## src/rtl/lrudc_pkg.sv

```systemverilog
package lrudc_pkg;

  // Store geometry.
  localparam int ENTRIES      = 16;
  localparam int KEY_BITS     = 64;
  localparam int CONTENT_BITS = 64;
  localparam int IDX_W        = $clog2(ENTRIES);
  localparam int RANK_W       = IDX_W;
  localparam int FILL_W       = $clog2(ENTRIES + 1);

  // Outcome codes reported with each result.
  localparam logic [1:0] OUTCOME_HIT     = 2'd0;
  localparam logic [1:0] OUTCOME_REPLACE = 2'd1;
  localparam logic [1:0] OUTCOME_INSERT  = 2'd2;
  localparam logic [1:0] OUTCOME_EVICT   = 2'd3;

  typedef struct packed {
    logic [63:0] fingerprint_key;
    logic [63:0] content_word;
  } in_item_t;

  typedef struct packed {
    logic       hit;
    logic [1:0] outcome;
  } out_item_t;

  // Sequencer states.
  typedef enum logic [1:0] {
    ST_IDLE,
    ST_LOOK,
    ST_CMP,
    ST_FIN
  } state_t;

  // Update request to the recency table.
  typedef struct packed {
    logic             en;
    logic             insert;
    logic [IDX_W-1:0] slot;
  } rank_op_t;

endpackage

```

## src/rtl/lru_dedup_chunk_cache.sv

```systemverilog
// An input taken in ST_IDLE goes straight to ST_FIN if the store is empty;
// else each stored entry gets ST_LOOK (RAM read), then ST_CMP (compare),
// until a key match or the last stored entry, and ST_FIN loads the result.
// The next input is taken the cycle after the result is loaded.
// Reset (rst_n low, synchronous) clears valid bits, ranks and fill count.
module lru_dedup_chunk_cache (
  input  logic                 clk,
  input  logic                 rst_n,
  input  logic                 in_valid,
  output logic                 in_stall,
  input  lrudc_pkg::in_item_t  in_data,
  output logic                 out_valid,
  input  logic                 out_stall,
  output lrudc_pkg::out_item_t out_data
);

  logic                                ram_rd_en;
  logic [lrudc_pkg::IDX_W-1:0]         ram_rd_addr;
  logic [lrudc_pkg::KEY_BITS-1:0]      key_rd_data;
  logic [lrudc_pkg::CONTENT_BITS-1:0]  content_rd_data;
  logic                                key_wr_en;
  logic                                content_wr_en;
  logic [lrudc_pkg::IDX_W-1:0]         ram_wr_addr;
  logic [lrudc_pkg::KEY_BITS-1:0]      key_wr_data;
  logic [lrudc_pkg::CONTENT_BITS-1:0]  content_wr_data;
  logic [lrudc_pkg::IDX_W-1:0]         rank_idx;
  logic [lrudc_pkg::RANK_W-1:0]        rank_rd;
  lrudc_pkg::rank_op_t                 rank_op;
  logic [lrudc_pkg::FILL_W-1:0]        fill;

  // Sequencer with the shared key and content comparator.
  lrudc_ctrl u_ctrl (
    .clk             (clk),
    .rst_n           (rst_n),
    .in_valid        (in_valid),
    .in_stall        (in_stall),
    .in_data         (in_data),
    .out_valid       (out_valid),
    .out_stall       (out_stall),
    .out_data        (out_data),
    .ram_rd_en       (ram_rd_en),
    .ram_rd_addr     (ram_rd_addr),
    .key_rd_data     (key_rd_data),
    .content_rd_data (content_rd_data),
    .key_wr_en       (key_wr_en),
    .content_wr_en   (content_wr_en),
    .ram_wr_addr     (ram_wr_addr),
    .key_wr_data     (key_wr_data),
    .content_wr_data (content_wr_data),
    .rank_idx        (rank_idx),
    .rank_rd         (rank_rd),
    .rank_op         (rank_op),
    .fill            (fill)
  );

  // Stored keys.
  lrudc_ram #(
    .WIDTH (lrudc_pkg::KEY_BITS),
    .DEPTH (lrudc_pkg::ENTRIES)
  ) u_key_ram (
    .clk     (clk),
    .wr_en   (key_wr_en),
    .wr_addr (ram_wr_addr),
    .wr_data (key_wr_data),
    .rd_en   (ram_rd_en),
    .rd_addr (ram_rd_addr),
    .rd_data (key_rd_data)
  );

  // Stored contents.
  lrudc_ram #(
    .WIDTH (lrudc_pkg::CONTENT_BITS),
    .DEPTH (lrudc_pkg::ENTRIES)
  ) u_content_ram (
    .clk     (clk),
    .wr_en   (content_wr_en),
    .wr_addr (ram_wr_addr),
    .wr_data (content_wr_data),
    .rd_en   (ram_rd_en),
    .rd_addr (ram_rd_addr),
    .rd_data (content_rd_data)
  );

  // Valid bits, recency ranks and fill count.
  lrudc_rank u_rank (
    .clk     (clk),
    .rst_n   (rst_n),
    .rd_idx  (rank_idx),
    .rd_rank (rank_rd),
    .op      (rank_op),
    .fill    (fill)
  );

endmodule

```

## src/rtl/lrudc_ram.sv

```systemverilog
module lrudc_ram #(
  parameter int WIDTH = 64,
  parameter int DEPTH = 16
) (
  input  logic                     clk,
  input  logic                     wr_en,
  input  logic [$clog2(DEPTH)-1:0] wr_addr,
  input  logic [WIDTH-1:0]         wr_data,
  input  logic                     rd_en,
  input  logic [$clog2(DEPTH)-1:0] rd_addr,
  output logic [WIDTH-1:0]         rd_data
);

  logic [WIDTH-1:0] mem [DEPTH];

  // One write port and one registered read port.
  always_ff @(posedge clk) begin
    if (wr_en) begin
      mem[wr_addr] <= wr_data;
    end
    if (rd_en) begin
      rd_data <= mem[rd_addr];
    end
  end

endmodule

```

## src/rtl/lrudc_rank.sv

```systemverilog
module lrudc_rank (
  input  logic                              clk,
  input  logic                              rst_n,
  input  logic [lrudc_pkg::IDX_W-1:0]       rd_idx,
  output logic [lrudc_pkg::RANK_W-1:0]      rd_rank,
  input  lrudc_pkg::rank_op_t               op,
  output logic [lrudc_pkg::FILL_W-1:0]      fill
);

  logic [lrudc_pkg::RANK_W-1:0] rank_r   [lrudc_pkg::ENTRIES];
  logic [lrudc_pkg::RANK_W-1:0] rank_nxt [lrudc_pkg::ENTRIES];
  logic [lrudc_pkg::ENTRIES-1:0] valid_r, valid_nxt;
  logic [lrudc_pkg::FILL_W-1:0]  fill_r, fill_nxt;
  logic [lrudc_pkg::RANK_W-1:0]  slot_rank;

  assign rd_rank   = rank_r[rd_idx];
  assign fill      = fill_r;
  assign slot_rank = rank_r[op.slot];

  // Insert ages every valid entry; promote ages only the entries more
  // recent than the touched one. The touched slot becomes rank zero.
  always_comb begin
    rank_nxt  = rank_r;
    valid_nxt = valid_r;
    fill_nxt  = fill_r;
    if (op.en) begin
      for (int i = 0; i < lrudc_pkg::ENTRIES; i++) begin
        if (op.insert) begin
          if (valid_r[i]) begin
            rank_nxt[i] = rank_r[i] + 1'b1;
          end
        end else if (valid_r[i] && (lrudc_pkg::IDX_W'(i) != op.slot) &&
                     (rank_r[i] < slot_rank)) begin
          rank_nxt[i] = rank_r[i] + 1'b1;
        end
      end
      rank_nxt[op.slot] = '0;
      if (op.insert) begin
        valid_nxt[op.slot] = 1'b1;
        fill_nxt           = fill_r + 1'b1;
      end
    end
  end

  always_ff @(posedge clk) begin
    if (!rst_n) begin
      for (int i = 0; i < lrudc_pkg::ENTRIES; i++) begin
        rank_r[i] <= '0;
      end
      valid_r <= '0;
      fill_r  <= '0;
    end else begin
      rank_r  <= rank_nxt;
      valid_r <= valid_nxt;
      fill_r  <= fill_nxt;
    end
  end

endmodule

```

## src/rtl/lrudc_ctrl.sv

```systemverilog
module lrudc_ctrl (
  input  logic                                 clk,
  input  logic                                 rst_n,
  input  logic                                 in_valid,
  output logic                                 in_stall,
  input  lrudc_pkg::in_item_t                  in_data,
  output logic                                 out_valid,
  input  logic                                 out_stall,
  output lrudc_pkg::out_item_t                 out_data,
  output logic                                 ram_rd_en,
  output logic [lrudc_pkg::IDX_W-1:0]          ram_rd_addr,
  input  logic [lrudc_pkg::KEY_BITS-1:0]       key_rd_data,
  input  logic [lrudc_pkg::CONTENT_BITS-1:0]   content_rd_data,
  output logic                                 key_wr_en,
  output logic                                 content_wr_en,
  output logic [lrudc_pkg::IDX_W-1:0]          ram_wr_addr,
  output logic [lrudc_pkg::KEY_BITS-1:0]       key_wr_data,
  output logic [lrudc_pkg::CONTENT_BITS-1:0]   content_wr_data,
  output logic [lrudc_pkg::IDX_W-1:0]          rank_idx,
  input  logic [lrudc_pkg::RANK_W-1:0]         rank_rd,
  output lrudc_pkg::rank_op_t                  rank_op,
  input  logic [lrudc_pkg::FILL_W-1:0]         fill
);

  lrudc_pkg::state_t state_r, state_nxt;

  logic [lrudc_pkg::KEY_BITS-1:0]     key_r, key_nxt;
  logic [lrudc_pkg::CONTENT_BITS-1:0] content_r, content_nxt;
  logic [lrudc_pkg::IDX_W-1:0]        idx_r, idx_nxt;
  logic [lrudc_pkg::IDX_W-1:0]        slot_r, slot_nxt;
  logic [lrudc_pkg::IDX_W-1:0]        victim_r, victim_nxt;
  logic                               found_r, found_nxt;
  logic                               same_r, same_nxt;
  logic                               out_vld_r, out_vld_nxt;
  lrudc_pkg::out_item_t               out_data_r, out_data_nxt;

  logic accept;
  logic out_free;
  logic commit;
  logic key_eq;
  logic last_entry;
  logic full;

  assign accept     = in_valid && !in_stall;
  assign out_free   = !out_vld_r || !out_stall;
  assign commit     = (state_r == lrudc_pkg::ST_FIN) && out_free;
  assign key_eq     = (key_rd_data == key_r);
  assign last_entry = ((lrudc_pkg::FILL_W'(idx_r) + lrudc_pkg::FILL_W'(1)) == fill);
  assign full       = (fill == lrudc_pkg::FILL_W'(lrudc_pkg::ENTRIES));

  assign in_stall  = (state_r != lrudc_pkg::ST_IDLE);
  assign out_valid = out_vld_r;
  assign out_data  = out_data_r;
  assign rank_idx  = idx_r;

  // Next state: a read and a compare per entry to a match, then commit.
  always_comb begin
    state_nxt = state_r;
    case (state_r)
      lrudc_pkg::ST_IDLE: begin
        if (in_valid) begin
          state_nxt = (fill == '0) ? lrudc_pkg::ST_FIN : lrudc_pkg::ST_LOOK;
        end
      end
      lrudc_pkg::ST_LOOK: begin
        state_nxt = lrudc_pkg::ST_CMP;
      end
      lrudc_pkg::ST_CMP: begin
        state_nxt = (key_eq || last_entry) ? lrudc_pkg::ST_FIN : lrudc_pkg::ST_LOOK;
      end
      lrudc_pkg::ST_FIN: begin
        if (out_free) begin
          state_nxt = lrudc_pkg::ST_IDLE;
        end
      end
      default: begin
        state_nxt = lrudc_pkg::ST_IDLE;
      end
    endcase
  end

  // Datapath and store controls for each state.
  always_comb begin
    key_nxt         = key_r;
    content_nxt     = content_r;
    idx_nxt         = idx_r;
    slot_nxt        = slot_r;
    victim_nxt      = victim_r;
    found_nxt       = found_r;
    same_nxt        = same_r;
    ram_rd_en       = 1'b0;
    ram_rd_addr     = idx_r;
    key_wr_en       = 1'b0;
    content_wr_en   = 1'b0;
    ram_wr_addr     = slot_r;
    key_wr_data     = key_r;
    content_wr_data = content_r;
    rank_op         = '0;
    out_data_nxt    = out_data_r;
    out_vld_nxt     = out_vld_r && out_stall;
    case (state_r)
      lrudc_pkg::ST_IDLE: begin
        if (accept) begin
          key_nxt     = in_data.fingerprint_key[lrudc_pkg::KEY_BITS-1:0];
          content_nxt = in_data.content_word[lrudc_pkg::CONTENT_BITS-1:0];
          idx_nxt     = '0;
          victim_nxt  = '0;
          found_nxt   = 1'b0;
          same_nxt    = 1'b0;
        end
      end
      lrudc_pkg::ST_LOOK: begin
        ram_rd_en = 1'b1;
        // The least recent entry of a full store holds the top rank.
        if (rank_rd == lrudc_pkg::RANK_W'(lrudc_pkg::ENTRIES - 1)) begin
          victim_nxt = idx_r;
        end
      end
      lrudc_pkg::ST_CMP: begin
        if (key_eq) begin
          found_nxt = 1'b1;
          slot_nxt  = idx_r;
          same_nxt  = (content_rd_data == content_r);
        end else if (!last_entry) begin
          idx_nxt = idx_r + 1'b1;
        end
      end
      lrudc_pkg::ST_FIN: begin
        if (commit) begin
          out_vld_nxt = 1'b1;
          rank_op.en  = 1'b1;
          if (found_r) begin
            rank_op.slot = slot_r;
            if (same_r) begin
              out_data_nxt.hit     = 1'b1;
              out_data_nxt.outcome = lrudc_pkg::OUTCOME_HIT;
            end else begin
              content_wr_en        = 1'b1;
              out_data_nxt.hit     = 1'b0;
              out_data_nxt.outcome = lrudc_pkg::OUTCOME_REPLACE;
            end
          end else if (!full) begin
            ram_wr_addr          = fill[lrudc_pkg::IDX_W-1:0];
            key_wr_en            = 1'b1;
            content_wr_en        = 1'b1;
            rank_op.insert       = 1'b1;
            rank_op.slot         = fill[lrudc_pkg::IDX_W-1:0];
            out_data_nxt.hit     = 1'b0;
            out_data_nxt.outcome = lrudc_pkg::OUTCOME_INSERT;
          end else begin
            ram_wr_addr          = victim_r;
            key_wr_en            = 1'b1;
            content_wr_en        = 1'b1;
            rank_op.slot         = victim_r;
            out_data_nxt.hit     = 1'b0;
            out_data_nxt.outcome = lrudc_pkg::OUTCOME_EVICT;
          end
        end
      end
      default: begin
        out_vld_nxt = out_vld_r && out_stall;
      end
    endcase
  end

  always_ff @(posedge clk) begin
    if (!rst_n) begin
      state_r   <= lrudc_pkg::ST_IDLE;
      out_vld_r <= 1'b0;
    end else begin
      state_r   <= state_nxt;
      out_vld_r <= out_vld_nxt;
    end
  end

  always_ff @(posedge clk) begin
    key_r      <= key_nxt;
    content_r  <= content_nxt;
    idx_r      <= idx_nxt;
    slot_r     <= slot_nxt;
    victim_r   <= victim_nxt;
    found_r    <= found_nxt;
    same_r     <= same_nxt;
    out_data_r <= out_data_nxt;
  end

endmodule

```

## config.mk

```make
export PLATFORM = sky130hd
export DESIGN_NAME = lru_dedup_chunk_cache
export DESIGN_NICKNAME = d
export VERILOG_FILES = /design/src/rtl/lrudc_pkg.sv /design/src/rtl/lru_dedup_chunk_cache.sv /design/src/rtl/lrudc_ram.sv /design/src/rtl/lrudc_rank.sv /design/src/rtl/lrudc_ctrl.sv
export SDC_FILE = /design/constraint.sdc
export NUM_CORES = 2
export LEC_CHECK = 0
export ABC_AREA = 1
export BUFFER_PORTS_ARGS = -buffer_cell sky130_fd_sc_hd__buf_2
export CAP_MARGIN = 20
export CELL_PAD_IN_SITES_DETAIL_PLACEMENT = 0
export CELL_PAD_IN_SITES_GLOBAL_PLACEMENT = 1
export CORE_MARGIN = 3
export CORE_UTILIZATION = 57
export DETAILED_ROUTE_END_ITERATION = 6
export MAX_ROUTING_LAYER = met4
export PLACE_DENSITY = 0.95
export SLEW_MARGIN = 25
export SYNTH_ARGS = -nofsm -noshare
export SYNTH_HDL_FRONTEND = slang
export SYNTH_SLANG_ARGS = --single-unit
```

## constraint.sdc

```tcl
create_clock -name clk -period 11.93 [get_ports clk]
set_clock_uncertainty 0.05 [all_clocks]
set_input_delay 0 -clock clk [delete_from_list [all_inputs] [get_ports clk]]
set_output_delay 0 -clock clk [all_outputs]
set_load 0.01 [all_outputs]
```

# Word level (Yosys, flattened, before mapping)
# Memory sizes are Yosys's and may differ from the RTL's. A register that Yosys moved wholly into a read port is not among the register bits.
# Index checks and enable logic that the tools add are counted.
# op_classes
n_eq_ne,30
n_lt_le_gt_ge,21
bitwise_logic,5
mux,115
n_reduce_logical,56
add_sub_neg,19
# ops
cell,n
4-bit two-way mux,77
64-bit == test,2
"4-bit by 1-bit adder with 4-bit output, second input constant",17
64-bit AND,1
4-bit < comparator,16
64-bit NOT,1
1-bit logical AND,37
4-bit binary-select mux with 4-bit select,2
"4-bit != test, first input constant",8
1-bit two-way mux,21
4-bit demux with 4-bit select,1
"3-bit by 4-bit != test with 1-bit output, first input constant",4
16-bit OR,1
4-bit one-hot mux with 2 select lines,2
6-bit two-way mux,2
"5-bit greater-or-equal comparator, second input constant",2
4-bit NOT with 5-bit output,2
2-bit AND reduction,5
2-bit two-way mux,4
"2-bit by 1-bit != test with 1-bit output, second input constant",4
"2-bit by 4-bit != test with 1-bit output, first input constant",2
2-bit one-hot mux with 4 select lines,1
3-bit two-way mux,2
"2-bit != test, second input constant",3
21 further kinds,29
# word_totals
ramBits,2048
elab_cells,277
regBits,233
n_memories,2
# memory_table
name,depth,word_bits,read_ports,rd_clocked_by_memory_dff,write_ports,line,rtl
u_content_ram.mem,16,64,1,1,1,lrudc_ram.sv:14,logic [WIDTH-1:0] mem [DEPTH];
u_key_ram.mem,16,64,1,1,1,lrudc_ram.sv:14,

# Longest topological paths before layout
# depth
ltp_word,15
ltp_mapped,25

# Cells and area by module
# A second synthesis with hierarchy kept.
# unflattened
hier_cells,10479
hier_area_um2,106950.1
# modules_own_cells
mod,cells_each,area_each_um2,instances
lrudc_ram,4210,45926.5,2
lrudc_rank,1317,8010.2,1
lrudc_ctrl,742,7086.8,1

# Least setup slack after synthesis
# OpenSTA, ideal clock, no wires.
# synth_path
kind,register to register
startpoint,register u_ctrl.state_r[0]
endpoint,register u_ctrl.victim_r[0] in the netlist's numbering (enable)
t_required_ps,11548
stages_incl_launch_ff,7
period_less_slack_ps,7592
setup_time_ps,332
setup_slack_ps,4338
arrival_time_ps,7210
path_cell_list,dfxtp_1 > inv_1 > nor2_1 > inv_1 > nor2_1 > a21oi_1 > nand2_1
# synth_between
elab_chain_len,5
word_cells_on_any_way,9
cone_classes,3 x eq/ne; 6 x reduce/logical
# synth_lines
element,line,rtl
"start, declared",lrudc_ctrl.sv:25,"lrudc_pkg::state_t state_r, state_nxt;"
"start signal, assigned",lrudc_ctrl.sv:168,state_r <= lrudc_pkg::ST_IDLE;
"start signal, assigned",lrudc_ctrl.sv:171,state_r <= state_nxt;
2-bit nonzero test,lrudc_ctrl.sv:51,assign in_stall = (state_r != lrudc_pkg::ST_IDLE);
1-bit logical NOT,lrudc_ctrl.sv:44,assign accept = in_valid && !in_stall;
1-bit logical AND,lrudc_ctrl.sv:44,
2-bit by 1-bit != test with 1-bit output (no line),n/a,
3-bit AND reduction (no line) (*),n/a,
"end signal, assigned",lrudc_ctrl.sv:181,victim_r <= victim_nxt;
"end, declared",lrudc_ctrl.sv:31,"logic [lrudc_pkg::IDX_W-1:0] victim_r, victim_nxt;"
# Every way passes the cells marked *; elsewhere a longest branch is shown, timed or not.
# A chain may end at the register's enable or synchronous reset.

# Final worst setup path
# layout_path
startpoint,register u_rank.fill_r (netlist bit u_rank.fill[0])
endpoint,register u_rank.rank_r[34] in the netlist's numbering
# layout_between
elab_chain_len,15
word_cells_on_any_way,25
cone_classes,3 x order compare; 2 x eq/ne; 14 x mux; 3 x bitwise; 3 x reduce/logical
# layout_lines
element,line,rtl
"start, declared",lrudc_rank.sv:13,"logic [lrudc_pkg::FILL_W-1:0] fill_r, fill_nxt;"
"start signal, assigned",lrudc_rank.sv:55,fill_r <= fill_nxt;
5-bit == test,lrudc_ctrl.sv:49,assign full = (fill == lrudc_pkg::FILL_W'(lrudc_pkg::ENTRIES));
4-bit two-way mux,lrudc_ctrl.sv:142,end else if (!full) begin
4-bit two-way mux,lrudc_ctrl.sv:132,if (found_r) begin
6-bit two-way mux (*),lrudc_ctrl.sv:129,if (commit) begin
6-bit two-way mux (*),lrudc_ctrl.sv:101,case (state_r)
4-bit NOT with 5-bit output (implied by the code),"lrudc_rank.sv:18, lrudc_rank.sv:37",
4-bit binary-select mux with 4-bit select,lrudc_rank.sv:18,assign slot_rank = rank_r[op.slot];
4-bit two-way mux (implied by the code) (2 in a row),lrudc_rank.sv:18,
4-bit < comparator,lrudc_rank.sv:33,(rank_r[i] < slot_rank)) begin
1-bit logical AND,lrudc_rank.sv:32,end else if (valid_r[i] && (lrudc_pkg::IDX_W'(i) != op.slot) &&
4-bit two-way mux,lrudc_rank.sv:32,
4-bit two-way mux,lrudc_rank.sv:28,if (op.insert) begin
4-bit two-way mux,lrudc_rank.sv:26,if (op.en) begin
64-bit AND (no line) (*),n/a,
"end signal, assigned",lrudc_rank.sv:53,rank_r <= rank_nxt;
"end, declared",lrudc_rank.sv:10,logic [lrudc_pkg::RANK_W-1:0] rank_r [lrudc_pkg::ENTRIES];
# Every way passes the cells marked *; elsewhere a longest branch is shown, timed or not. The select of a mux whose other input is x is not followed.

==> summary.md <==
Power comes to 18.5 mW. The count of flip-flops with a built-in enable after synthesis works out to 2321. Largest area contributor in the netlist: sky130_fd_sc_hd__edfxtp_1.

Proportion of synthesized chip area in sequential cells: 76.5%. TritonCTS built the clock tree. The cell count after synthesis was 6753; the share of total power in sequential cells was 52.0%. The highest signal layer in the routed design is met4.

By startpoint and endpoint, the worst setup path is classified as flop to flop. The port buffer count works out to 136. The worst hold path belongs to the class input port to flop.

For the detailed-route via count, the log shows 61700. The routed via count divided by cell count is 6.51, and the detailed-placement wirelength estimate is 127000 um. In the final routing, the length of wire on met1 measures 89900 um. Walking the worst path, the cells encountered are inv_1, ha_1, nand3_2, nand2_2, nor2_1, nor3_4, nor2_1, inv_2, o22ai_1, o21ai_0, nand4_1, buf_4, ha_1, a2111oi_2, nand2_2, nand2_1, nand3_1, nand2_1, a21oi_1. For this block, the initial DRC count from the detailed router was 9041.

The initialized floorplan defines 147 standard-cell rows. In this run, placement finished with an instance count of 8799. The final-layout setup total negative slack was 0 ns. The number of hold buffers added after CTS was 262.

The number of nets in the synthesized netlist is 6952. The run gives 9476 as the final cell count without fillers. The setup fix buffers added after clock tree synthesis came out at 0. The tools report the critical path endpoint category as a flop.

The clock tree synthesis step divided the H-tree into 4 levels. The average wire length per cell after detail routing was 26.7 um; the final design instance area without fill was 0.107 mm^2. Clock root buffer: sky130_fd_sc_hd__clkbuf_16. The tools report the share of power burned in the clock network as 38.2%. The tools report the maximum number of pins on one net before global-route repair as 172.

The fraction of power spent switching nets works out to 24.4%. Along the worst path, the maximum fanout reaches 32. The most common cell in the netlist was sky130_fd_sc_hd__edfxtp_1. The run gives 6.87 ns as the final worst setup slack.

The core region is 0.162 mm^2. The number of pins with negative max-slew slack in the final report was 0; the share of layout cells above drive strength 1 was 9.72%. Summed over all nets, the switching power comes to 4.51 mW. The logs give 9.7% for the combinational fraction of design power and 30.2% for the all-layer global routing usage.

The part of the cycle the worst path needs came out at 42.4%. STA classifies the critical path startpoint as a flop. The final layout contains 7329 nets. The number of failing setup endpoints in the final timing report was 0. The slowest stage cell on the critical path was sky130_fd_sc_hd__a2111oi_2. At the pin with the least slew margin, the transition time is 1.18 ns. The most used flip-flop cell after synthesis is sky130_fd_sc_hd__edfxtp_1. The share of synthesized registers carrying an async set or reset came out at 0%.

The first global-routing pass estimated 373000 um of wire. Cells fill 65.9% of the core in the end. The maximum clock path buffer count was 3.

The die is 411 um tall. Wire segments on met3 add up to 28100 um in the final route. The run gives 60100 as the number of global-route vias before repair. Global routing finished with a remaining overflow of 0. For this run, the number of Yosys warnings is 0. Data on the critical path arrives at its endpoint at 5.68 ns.

The worst supply voltage drop on vdd is 0.000183 V. The logs give 14.0 mW for the cell internal power dissipation and 0 for the max-capacitance violation count. The die covers 0.169 mm^2. After synthesis, the largest area contributor takes up 74.6% of total cell area.

The clock drives 2409 sinks. Placer congestion estimate: 0.905. For this run, design rule violations remaining after detail routing come to 2. The area growth from synthesis to layout is 14.1%.

The logs give 253000 um for the total wire length and 197 MHz for the maximum clock frequency. The clock period could shrink to 5.06 ns. After synthesis the netlist holds a flip-flop and latch count of 2409. In this run the cell area of the synthesized design comes to 0.0934 mm^2.

In this run the count of I/O pins placed on the die edge is 137. For the worst setup path, the data required time is 12.55 ns. The standby leakage power is 35.2 nW. The post-place instance area is 0.0966 mm^2, and the count of distinct cell types in the synthesized netlist is 50. Once the clock tree was built, the resizer swapped 0 gates to a different size.

The filler cells instantiated in the layout total 10400. For this run, the slowest stage of the critical path takes 0.64 ns. The post-synthesis area per instance was 13.8 um^2; the clock latency at the later pin of the worst-skew pair was 0.85 ns. The number of buffers created by CTS is 223. After synthesis, the cell types taking the most area are sky130_fd_sc_hd__edfxtp_1 (75%), sky130_fd_sc_hd__o22ai_1 (3.7%), sky130_fd_sc_hd__nor2_1 (3.2%). The amount of wire on met2 after detailed routing came out at 123000 um.

The relative slew slack was 21.7%. After synthesis, the most frequently instantiated cells are sky130_fd_sc_hd__edfxtp_1 (2321), sky130_fd_sc_hd__nor2_1 (786), sky130_fd_sc_hd__nand2_1 (576). The worst slack at placement came out at 6.98 ns.

After clock tree synthesis, the clock-pin slew on the worst setup and hold paths is 0.07 ns. In this run the power density over the cells is 174 mW/mm^2. The pre-antenna-repair detailed-routing pass consisted of 7 iterations. The final reports fail on design-rule violations.

The number of antenna violations at the first check in global routing was 2. The detail route stage leaves a number of antenna-violating nets equal to 0. Across all hold checks on the routed design, the worst slack comes to 0.0634 ns.

For this configuration, the core starts out at a cell density of 57.8%. The run finished, with violations left. The die is 411 um wide. The tools report the final hold violation count as 0. Setup repair after global routing left no endpoint under its margin.
## path summary, 6_finish.rpt
kind	start	endpoint	slack [ns]	cells after the start
hold reg to reg	u_rank.rank_r[47]	u_rank.rank_r[47]	0.46	2
hold / removal	rst_n	u_rank.rank_r[56]	0.06	4
setup reg to reg	u_rank.fill[0]	u_rank.rank_r[34]	6.87	19
setup / recovery	u_rank.fill[0]	u_rank.rank_r[34]	6.87	19
## cell type report
| type | count | area, um^2 | area share (%) |
|---|---|---|---|
| sequential | 2409 | 71500 | 67.0 |
| multi-input combinational | 3743 | 19900 | 18.7 |
| clock buffer | 270 | 5840 | 5.48 |
| timing repair buffer | 503 | 4290 | 4.02 |
| tap | 2160 | 2700 | 2.54 |
| clock inverter | 138 | 1370 | 1.28 |
| inverter | 250 | 978 | 0.918 |
| antenna | 3 | 7.51 | 0.00704 |
## critical path: cells and delay by family, from the launching register on
family	cells	cell delay, ns
AO/OA/AOI/OAI	4	1.05
flip-flops	1	0.34
AND/OR/NAND/NOR	10	2.13
buffers and inverters	3	0.78
adder cells (fa/ha/maj)	2	0.54
## layer usage
metal  up-vias  track usage, %
met5         -               -
met1     29900            38.7
met2      4599            48.0
met3       788            4.92
met4         0            13.5
li1      26300               -
## power groups by stage
stage | sequential, mW | combinational (mW) | clock (mW)
final | 9.64 | 1.80 | 7.08
after global routing | 9.65 | 1.93 | 7.42
after CTS | 9.63 | 1.76 | 7.08
after detailed placement | 9.81 | 1.67 | 0
after global placement | 9.80 | 1.63 | 0
after floorplan | 9.76 | 1.09 | 0
## cells in the final DEF, fill, tap and decap left out, types with 8 or more instances in the layout
| master | count |
|---|---|
| sky130_fd_sc_hd__a2111oi_2 | 12 |
| sky130_fd_sc_hd__a21oi_1 | 101 |
| sky130_fd_sc_hd__a22o_1 | 8 |
| sky130_fd_sc_hd__a311oi_1 | 23 |
| sky130_fd_sc_hd__a31oi_1 | 65 |
| sky130_fd_sc_hd__buf_12 | 9 |
| sky130_fd_sc_hd__buf_2 | 136 |
| sky130_fd_sc_hd__buf_4 | 87 |
| sky130_fd_sc_hd__bufinv_16 | 24 |
| sky130_fd_sc_hd__clkbuf_1 | 43 |
| sky130_fd_sc_hd__clkbuf_16 | 227 |
| sky130_fd_sc_hd__clkinv_1 | 47 |
| sky130_fd_sc_hd__clkinv_2 | 43 |
| sky130_fd_sc_hd__clkinvlp_4 | 8 |
| sky130_fd_sc_hd__dfxtp_1 | 88 |
| sky130_fd_sc_hd__dlygate4sd3_1 | 262 |
| sky130_fd_sc_hd__edfxtp_1 | 2321 |
| sky130_fd_sc_hd__ha_1 | 67 |
| sky130_fd_sc_hd__inv_1 | 231 |
| sky130_fd_sc_hd__inv_2 | 12 |
| sky130_fd_sc_hd__nand2_1 | 575 |
| sky130_fd_sc_hd__nand2_2 | 24 |
| sky130_fd_sc_hd__nand3_1 | 133 |
| sky130_fd_sc_hd__nand4_1 | 38 |
| sky130_fd_sc_hd__nor2_1 | 757 |
| sky130_fd_sc_hd__nor2_4 | 28 |
| sky130_fd_sc_hd__nor3_1 | 454 |
| sky130_fd_sc_hd__nor4_1 | 33 |
| sky130_fd_sc_hd__o211ai_1 | 149 |
| sky130_fd_sc_hd__o21ai_0 | 519 |
| sky130_fd_sc_hd__o21ai_1 | 10 |
| sky130_fd_sc_hd__o22ai_1 | 552 |
| sky130_fd_sc_hd__o32a_1 | 20 |
| sky130_fd_sc_hd__or2_2 | 44 |
| sky130_fd_sc_hd__xnor2_1 | 31 |
| sky130_fd_sc_hd__xor2_1 | 52 |
## registers in the layout, summed over array words and instances (netlist names)
| signal | count |
|---|---|
| u_content_ram.mem | 1024 |
| u_key_ram.mem | 1024 |
| u_content_ram.rd_data | 64 |
| u_ctrl.content_wr_data | 64 |
| u_ctrl.key_wr_data | 64 |
| u_key_ram.rd_data | 64 |
| u_rank.rank_r | 64 |
| u_rank.valid_r | 16 |
| u_rank.fill | 5 |
| u_ctrl.ram_rd_addr | 4 |
| u_ctrl.slot_r | 4 |
| u_ctrl.victim_r | 4 |
| u_ctrl.out_data | 3 |
| u_ctrl.state_r | 2 |
| u_ctrl.found_r | 1 |
| u_ctrl.out_valid | 1 |
| u_ctrl.same_r | 1 |
## cells by family (layout without fill, tap and decap cells)
logic type	Yosys count	after routing	share of synthesized area [%]
other	0	3	0
flip-flops	2409	2409	76.5
AO/OA/AOI/OAI	1484	1484	9.63
buffers and inverters	601	1161	2.43
adder cells (fa/ha/maj)	67	67	0.897
AND/OR/NAND/NOR	2109	2109	9.76
XOR/XNOR	83	83	0.778
Note: power is estimated with default switching activity, not from simulation.
